`config.mk`:
```
export PLATFORM = sky130hd
export DESIGN_NAME = sorted_priority_queue_multikey_top
export DESIGN_NICKNAME = d
export VERILOG_FILES = /design/src/rtl/spqm_pkg.sv /design/src/rtl/spqm_cell.sv /design/src/rtl/sorted_priority_queue_multikey_top.sv
export VERILOG_INCLUDE_DIRS = /design/src /design/src/rtl
export SDC_FILE = /design/constraint.sdc
export NUM_CORES = 2
export LEC_CHECK = 0
export BUFFER_PORTS_ARGS = -buffer_cell sky130_fd_sc_hd__buf_2
export CELL_PAD_IN_SITES_DETAIL_PLACEMENT = 1
export CELL_PAD_IN_SITES_GLOBAL_PLACEMENT = 1
export CORE_MARGIN = 3
export CORE_UTILIZATION = 52
export DETAILED_ROUTE_END_ITERATION = 10
export PLACE_DENSITY_LB_ADDON = 0.1
export SLEW_MARGIN = 30
export SYNTH_ARGS = -nofsm -noshare
export SYNTH_HDL_FRONTEND = slang
export SYNTH_SLANG_ARGS = --single-unit
```
`constraint.sdc`:
```
create_clock -name aclk -period 9.8 [get_ports aclk]
set_clock_uncertainty 0.1 [all_clocks]
set_input_delay 0.49 -clock aclk [delete_from_list [all_inputs] [get_ports aclk]]
set_output_delay 0.49 -clock aclk [all_outputs]
set_load 0.01 [all_outputs]
```
`src/rtl/sorted_priority_queue_multikey_top_defines.svh`:
```
// assertion macros for the sorted priority queue
// included by modules that carry concurrent assertions; no other dependencies
`ifndef SORTED_PRIORITY_QUEUE_MULTIKEY_TOP_DEFINES_SVH
`define SORTED_PRIORITY_QUEUE_MULTIKEY_TOP_DEFINES_SVH

// same-cycle implication, disabled while reset is low
`define SPQM_ASSERT_NOW(label, clk, rst_n, ante, cons, msg) \
    label: assert property (@(posedge clk) disable iff (!(rst_n)) (ante) |-> (cons)) \
        else $error(msg);

// next-cycle implication, disabled while reset is low
`define SPQM_ASSERT_NEXT(label, clk, rst_n, ante, cons, msg) \
    label: assert property (@(posedge clk) disable iff (!(rst_n)) (ante) |=> (cons)) \
        else $error(msg);

`endif

```
`src/rtl/spqm_pkg.sv`:
```
// types, codes and key packing for the sorted priority queue
// no dependencies
`timescale 1ns / 1ps

package spqm_pkg;

    localparam int KEY_W   = 46;
    localparam int TAG_W   = 16;
    localparam int OCC_W   = 5;

    typedef enum logic [0:0] {
        OP_INSERT = 1'b0,
        OP_REMOVE = 1'b1
    } opcode_t;

    typedef enum logic [1:0] {
        ST_OK    = 2'd0,
        ST_FULL  = 2'd1,
        ST_EMPTY = 2'd2
    } status_t;

    typedef struct packed {
        opcode_t            opcode;
        logic signed [7:0]  priority_level;
        logic [11:0]        year_value;
        logic [3:0]         month_value;
        logic [4:0]         day_value;
        logic [4:0]         hour_value;
        logic [5:0]         minute_value;
        logic [5:0]         second_value;
        logic [TAG_W-1:0]   payload_tag;
    } in_item_t;

    typedef struct packed {
        status_t            status;
        logic signed [7:0]  out_priority;
        logic [11:0]        out_year;
        logic [3:0]         out_month;
        logic [4:0]         out_day;
        logic [4:0]         out_hour;
        logic [5:0]         out_minute;
        logic [5:0]         out_second;
        logic [TAG_W-1:0]   out_tag;
        logic [OCC_W-1:0]   occupancy;
    } out_item_t;

    // one stored entry: ordering key and tag
    typedef struct packed {
        logic [KEY_W-1:0]   key;
        logic [TAG_W-1:0]   tag;
    } entry_t;

    // command broadcast to every cell
    typedef struct packed {
        logic               insert;
        logic               remove;
        entry_t             entry;
    } cell_cmd_t;

    // importance gets its sign bit flipped so an unsigned compare orders it
    function automatic entry_t make_entry(input in_item_t item);
        entry_t e;
        e.key = {item.priority_level ^ 8'h80, item.year_value, item.month_value,
                 item.day_value, item.hour_value, item.minute_value,
                 item.second_value};
        e.tag = item.payload_tag;
        return e;
    endfunction

endpackage

```
`src/rtl/spqm_cell.sv`:
```
// one cell of the sorted chain: holds one entry, compares it with the new key
// depends on spqm_pkg
`timescale 1ns / 1ps

module spqm_cell (
    input  logic               aclk,
    input  spqm_pkg::cell_cmd_t cmd,
    input  logic               occupied,
    input  logic               left_ge,
    input  spqm_pkg::entry_t   left_entry,
    input  spqm_pkg::entry_t   right_entry,
    output logic               ge,
    output spqm_pkg::entry_t   entry
);

    spqm_pkg::entry_t entry_reg;
    spqm_pkg::entry_t entry_next;

    // stays ahead of the new item when its key is greater or equal
    assign ge    = occupied && (entry_reg.key >= cmd.entry.key);
    assign entry = entry_reg;

    // insert: keep, take the new entry, or take the left neighbor's
    // remove: take the right neighbor's
    always_comb begin
        entry_next = entry_reg;
        if (cmd.insert) begin
            if (!ge) begin
                entry_next = left_ge ? cmd.entry : left_entry;
            end
        end else if (cmd.remove) begin
            entry_next = right_entry;
        end
    end

    always_ff @(posedge aclk) begin
        entry_reg <= entry_next;
    end

endmodule

```
`src/rtl/sorted_priority_queue_multikey_top.sv`:
```
// Sorted priority queue, top level.
// Input channel s_*: one item per handshake, opcode insert or remove with the
// entry's importance, date, time and tag. Result channel m_*: exactly one item
// per input item, with status (ok, full on insert, empty on remove), the
// removed entry's fields (zero otherwise) and the occupancy afterwards.
// Entries sit in a row of QUEUE_DEPTH cells ordered from highest key to
// lowest; every cell compares its key with the new one in parallel and shifts
// toward its neighbor in the same cycle, so equal keys leave in arrival order.
// The result is registered and shows in the cycle after acceptance.
// Throughput: one item per cycle; the single output register is the only
// buffer, so s_ready follows m_ready whenever a result is waiting.
// While the receiver stalls, the result holds and no new item is taken.
// Reset (aresetn low, synchronous) empties the queue, holds s_ready low and
// drops any pending result; no clearing pass is needed, the cells are read
// only below the count.
// depends on spqm_pkg, spqm_cell and sorted_priority_queue_multikey_top_defines.svh
`timescale 1ns / 1ps
`include "sorted_priority_queue_multikey_top_defines.svh"

module sorted_priority_queue_multikey_top #(
    parameter int QUEUE_DEPTH = 16
) (
    input  logic                  aclk,
    input  logic                  aresetn,
    input  logic                  s_valid,
    output logic                  s_ready,
    input  spqm_pkg::in_item_t    s_data,
    output logic                  m_valid,
    input  logic                  m_ready,
    output spqm_pkg::out_item_t   m_data
);

    localparam int CW = $clog2(QUEUE_DEPTH + 1);

    logic [CW-1:0]        count_reg, count_next;
    logic                 m_valid_reg, m_valid_next;
    spqm_pkg::out_item_t  out_reg, out_next;

    spqm_pkg::cell_cmd_t  cmd;
    spqm_pkg::entry_t     cell_entry [QUEUE_DEPTH];
    logic [QUEUE_DEPTH-1:0] cell_ge;
    logic [QUEUE_DEPTH-1:0] occupied;

    logic                 accept;
    logic                 is_insert;
    logic                 full;
    logic                 empty;
    logic [CW+4:0]        count_wide;
    spqm_pkg::entry_t     head;

    // handshake
    assign s_ready   = aresetn && (!m_valid_reg || m_ready);
    assign accept    = s_valid && s_ready;
    assign is_insert = (s_data.opcode == spqm_pkg::OP_INSERT);
    assign full      = (count_reg == CW'(QUEUE_DEPTH));
    assign empty     = (count_reg == '0);

    // command to the cell row
    always_comb begin
        cmd.insert = accept && is_insert && !full;
        cmd.remove = accept && !is_insert && !empty;
        cmd.entry  = spqm_pkg::make_entry(s_data);
    end

    // cell row
    genvar gi;
    generate
        for (gi = 0; gi < QUEUE_DEPTH; gi++) begin : g_cell
            logic             left_ge;
            spqm_pkg::entry_t left_entry;
            spqm_pkg::entry_t right_entry;

            assign occupied[gi] = (CW'(gi) < count_reg);

            if (gi == 0) begin : g_first
                assign left_ge    = 1'b1;
                assign left_entry = cmd.entry;
            end else begin : g_mid
                assign left_ge    = cell_ge[gi-1];
                assign left_entry = cell_entry[gi-1];
            end

            if (gi == QUEUE_DEPTH - 1) begin : g_last
                assign right_entry = cell_entry[gi];
            end else begin : g_inner
                assign right_entry = cell_entry[gi+1];
            end

            spqm_cell u_cell (
                .aclk        (aclk),
                .cmd         (cmd),
                .occupied    (occupied[gi]),
                .left_ge     (left_ge),
                .left_entry  (left_entry),
                .right_entry (right_entry),
                .ge          (cell_ge[gi]),
                .entry       (cell_entry[gi])
            );
        end
    endgenerate

    assign head = cell_entry[0];

    // count update
    always_comb begin
        count_next = count_reg;
        if (cmd.insert) begin
            count_next = count_reg + 1'b1;
        end else if (cmd.remove) begin
            count_next = count_reg - 1'b1;
        end
    end

    assign count_wide = {5'd0, count_next};

    // result item
    always_comb begin
        out_next           = out_reg;
        m_valid_next       = m_valid_reg;
        if (accept) begin
            m_valid_next       = 1'b1;
            out_next           = '0;
            out_next.status    = spqm_pkg::ST_OK;
            out_next.occupancy = count_wide[4:0];
            if (is_insert) begin
                if (full) begin
                    out_next.status = spqm_pkg::ST_FULL;
                end
            end else if (empty) begin
                out_next.status = spqm_pkg::ST_EMPTY;
            end else begin
                out_next.out_priority = head.key[45:38] ^ 8'h80;
                out_next.out_year     = head.key[37:26];
                out_next.out_month    = head.key[25:22];
                out_next.out_day      = head.key[21:17];
                out_next.out_hour     = head.key[16:12];
                out_next.out_minute   = head.key[11:6];
                out_next.out_second   = head.key[5:0];
                out_next.out_tag      = head.tag;
            end
        end else if (m_ready) begin
            m_valid_next = 1'b0;
        end
    end

    // control registers
    always_ff @(posedge aclk) begin
        if (!aresetn) begin
            count_reg   <= '0;
            m_valid_reg <= 1'b0;
        end else begin
            count_reg   <= count_next;
            m_valid_reg <= m_valid_next;
        end
    end

    // result payload
    always_ff @(posedge aclk) begin
        out_reg <= out_next;
    end

    assign m_valid = m_valid_reg;
    assign m_data  = out_reg;

    // checks
    `SPQM_ASSERT_NOW(a_count_bound, aclk, aresetn, 1'b1,
        count_reg <= CW'(QUEUE_DEPTH), "entry count above depth")
    `SPQM_ASSERT_NEXT(a_insert_grows, aclk, aresetn, cmd.insert,
        count_reg == $past(count_reg) + 1'b1, "insert did not grow the count")
    `SPQM_ASSERT_NEXT(a_remove_head, aclk, aresetn, cmd.remove,
        m_valid && m_data.out_tag == $past(head.tag), "removed tag is not the head")
    `SPQM_ASSERT_NEXT(a_empty_status, aclk, aresetn, accept && !is_insert && empty,
        m_valid && m_data.status == spqm_pkg::ST_EMPTY && count_reg == '0,
        "remove on empty queue misreported")
    `SPQM_ASSERT_NEXT(a_full_holds, aclk, aresetn, accept && is_insert && full,
        m_data.status == spqm_pkg::ST_FULL && count_reg == CW'(QUEUE_DEPTH),
        "insert on full queue misreported")

endmodule

```
==> results.json <==
{
  "synthFlopType": "edfxtp_1",
  "p_leak_uw": 0.0305,
  "antenna_found_initial": 10,
  "post_drt_wl_per_cell_um": 30.0,
  "setup_slack_ns": 4.05,
  "max-cap-violations": 0,
  "worstSetupEndpoint": "g_cell[10].u_cell.entry[43]",
  "rows": 131,
  "end_kind": "register",
  "drt_iter0_markers": 5284,
  "num_vias": 53440,
  "insertion_delay_ns": 0.79,
  "synth_edf_count": 1061,
  "path_cells": "buf_2, inv_1, ha_1, nand4_1, or3_1, nor4_2, nand3_1, a31oi_1, a211oi_4, buf_4, nand2_1, nand2_4, buf_4",
  "clock-root-buffer": "clkbuf_16",
  "finalSetupTns_ns": 0,
  "clkTransAtPathRegs_ns": 0.06,
  "timing.final.max_slew_violations": 0,
  "n_fill_cell": 13594,
  "ctsHoldBuffers": 3,
  "holdCritPathClass": "input pin to register",
  "cp_max_fo": 51,
  "die-area_um2": 135000,
  "cp.depth": 13,
  "ys_seq_area_frac": 0.471,
  "syn_inst": 6303,
  "syn2layout_area_growth_pct": 9.69,
  "final_cell_mix": "edfxtp_1, nand2_1, mux2i_1, ha_1, a21oi_1",
  "arrival_ns": 6.01,
  "ys_ff_latch": 1067,
  "cts_sinks": 1067,
  "worstSetupPathType": "input pin to register",
  "cts_tree": "yes",
  "synth_cell_types": 69,
  "async_reset_ff_frac": 0,
  "drc": 0,
  "ff2ff_setup_slack_ns": 4.18,
  "period_share": 0.587,
  "via_per_inst": 6.59,
  "slowest_delay_ns": 0.78,
  "fin_crit_ns": 5.75,
  "portBuffers": 137,
  "synth_nets": 7109,
  "die_h_um": 367,
  "layout-drive-gt1-share": 0.0825,
  "totalWireLength_mm": 243,
  "grt_max_degree": 247,
  "r2r-end": "g_cell[10].u_cell.entry[43]",
  "max-slew-margin-rel": 0.277,
  "cp_num_buf_inv": 4,
  "core-area_um2": 129000,
  "peakVddDrop_mv": 0.162,
  "dr.pass1.iters": 5,
  "run_status": "completed",
  "crit_family": "simple AND/OR/NAND/NOR gates",
  "synth_area_um2": 67900,
  "dp_slack_ns": 3.45,
  "cts-resized-gates": 0,
  "crit_slowest_cell": "nor4_2",
  "h-tree-depth": 3,
  "power_density_nw_per_um2": 162,
  "r2r-start": "g_cell[10].u_cell.entry[57]",
  "die_x_um": 367,
  "startpoint": "s_data[55]",
  "largest_register_ffs": 992,
  "grt_overflow": 0,
  "tightest_slew_ns": 1.08,
  "pin_count": 138,
  "ant_nets": 0,
  "place_congestion": 0.954,
  "cts_buffers": 121,
  "cts_max_path_buffers": 3,
  "yosys_warnings": 0,
  "cp_common_cell": "buf_4",
  "postCtsSetupRepairBufs": 0,
  "nNetsFinal": 7074,
  "grt_pass1_wl_mm": 362,
  "start_util": 0.528,
  "dpl.hpwl_mm": 162,
  "setup_viol": 0,
  "start_kind": "input pin",
  "rr_worst_depth": 11,
  "required_ns": 10.06,
  "syn_area_per_cell_um2": 10.8,
  "hold_viol_final": 0,
  "track_usage": 0.354,
  "clock.fmax_mhz": 174,
  "mostFrequentLayoutCell": "edfxtp_1",
  "rsz0062_at_grt": "no",
  "grt_pass1_vias": 55344
}
-- cells by family after synthesis --
group | share of synthesized area
and+or+nand+nor | 0.103
AOI/OAI and AO/OA | 0.132
DFF | 0.471
muxes | 0.125
adders and majority gates | 0.136
buffers and inverters | 0.0327
xor gates and xnor gates | 0.000387
-- power breakdown --
part           leakage [uW]  total [uW]  internal [uW]  switching, uW
Combinational        0.0186        1640            532           1110
Clock               0.00207        4930           2860           2070
Sequential          0.00984        5480           5310            177
-- metal layers --
layer | global-route usage | up-vias | wire (um)
li1 | - | 23643 | -
met5 | 0 | - | 0
met4 | 0.167 | 0 | 13100
met1 | 0.467 | 26998 | 99100
met3 | 0.0645 | 598 | 19600
met2 | 0.567 | 2201 | 112000
-- through the flow --
| step | hold WS (ns) | utilization | area [um2] | total power (uW) | cells |
|---|---|---|---|---|---|
| CTS | 0.0490 | 0.578 | 74300 | 12100 | 8099 |
| floorplan | 0.414 | - | 67900 | 6510 | 6303 |
| finish | 0.109 | 0.579 | 74400 | 12100 | 8108 |
| detailed placement | 0.413 | 0.545 | 70000 | 7160 | 7867 |
| global route | 0.0826 | 0.579 | 74400 | 12500 | 8104 |
| global placement | 0.390 | 0.544 | 69900 | 7060 | 7862 |
-- area by class of cell --
cell class                      count  area, um2  share of cell area
Tap cell                         1729       2160              0.0291
Sequential cell                  1067      32000               0.430
Inverter                           89        337             0.00452
Antenna cell                        5       12.5            0.000168
Clock inverter                     83       1060              0.0142
Multi-Input combinational cell   4750      34000               0.457
Clock buffer                      146       3160              0.0425
Timing Repair Buffer              239       1700              0.0228
-- worst min-delay path by stage --
| stage | start | endpoint | slack, ns | cells past startpoint |
|---|---|---|---|---|
| 2_1_floorplan | g_cell[15].u_cell.entry[0] | g_cell[14].u_cell.entry[0] | 0.41 | 2 |
| 3_5_place_dp | m_valid | m_valid | 0.41 | 2 |
| 6_report | s_data[4] | g_cell[15].u_cell.entry[4] | 0.11 | 2 |
| 4_1_cts | s_data[4] | g_cell[15].u_cell.entry[4] | 0.05 | 2 |
| 5_1_grt | s_data[62] | m_data[67] | 0.08 | 2 |
| 3_3_place_gp | m_valid | m_valid | 0.39 | 2 |
-- cells in the mapped netlist (all sizes together) (3+ instances only) --
cell type  number  area (um2)
a221oi          8        70.1
o221ai         10        87.6
o21bai          4        30.0
and2           72         450
o21a            6        45.0
mux2           62         698
o211ai        102         766
o22ai           3        18.8
a2111oi         8        70.1
edfxtp       1061       31900
and4            6        52.6
nand2b         18         113
a31oi          12        75.1
a22oi           4        30.0
inv            89         334
clkbuf        272        1020
a211oi         17         128
mux2i         775        7760
nor2b          13        81.3
buf           125         861
nor3           34         175
or3             6        37.5
nand3         117         586
nand2         863        3240
nor4           19         119
or4            13         101
ha            739        9250
o311ai          8        70.1
dfxtp           6         120
a21oi         483        2420
o21ai         706        3530
a21o          173        1300
nand4         145         913
nor2          276        1040
o31ai           3        22.5
and3            6        37.5
o2bb2ai         5        43.8
a211o           3        27.5
a221o           5        50.1
-- worst register-to-register path: stages, from the launching register on --
cell	delay, ns
edfxtp_1	0.46
ha_1	0.36
nand4_1	0.30
or3_1	0.50
nor4_2	0.78
nand3_1	0.42
a31oi_1	0.65
a211oi_4	0.03
buf_4	0.45
nand2_1	0.30
nand2_4	0.23
buf_4	0.53
Note: power is estimated with default switching activity, not from simulation.
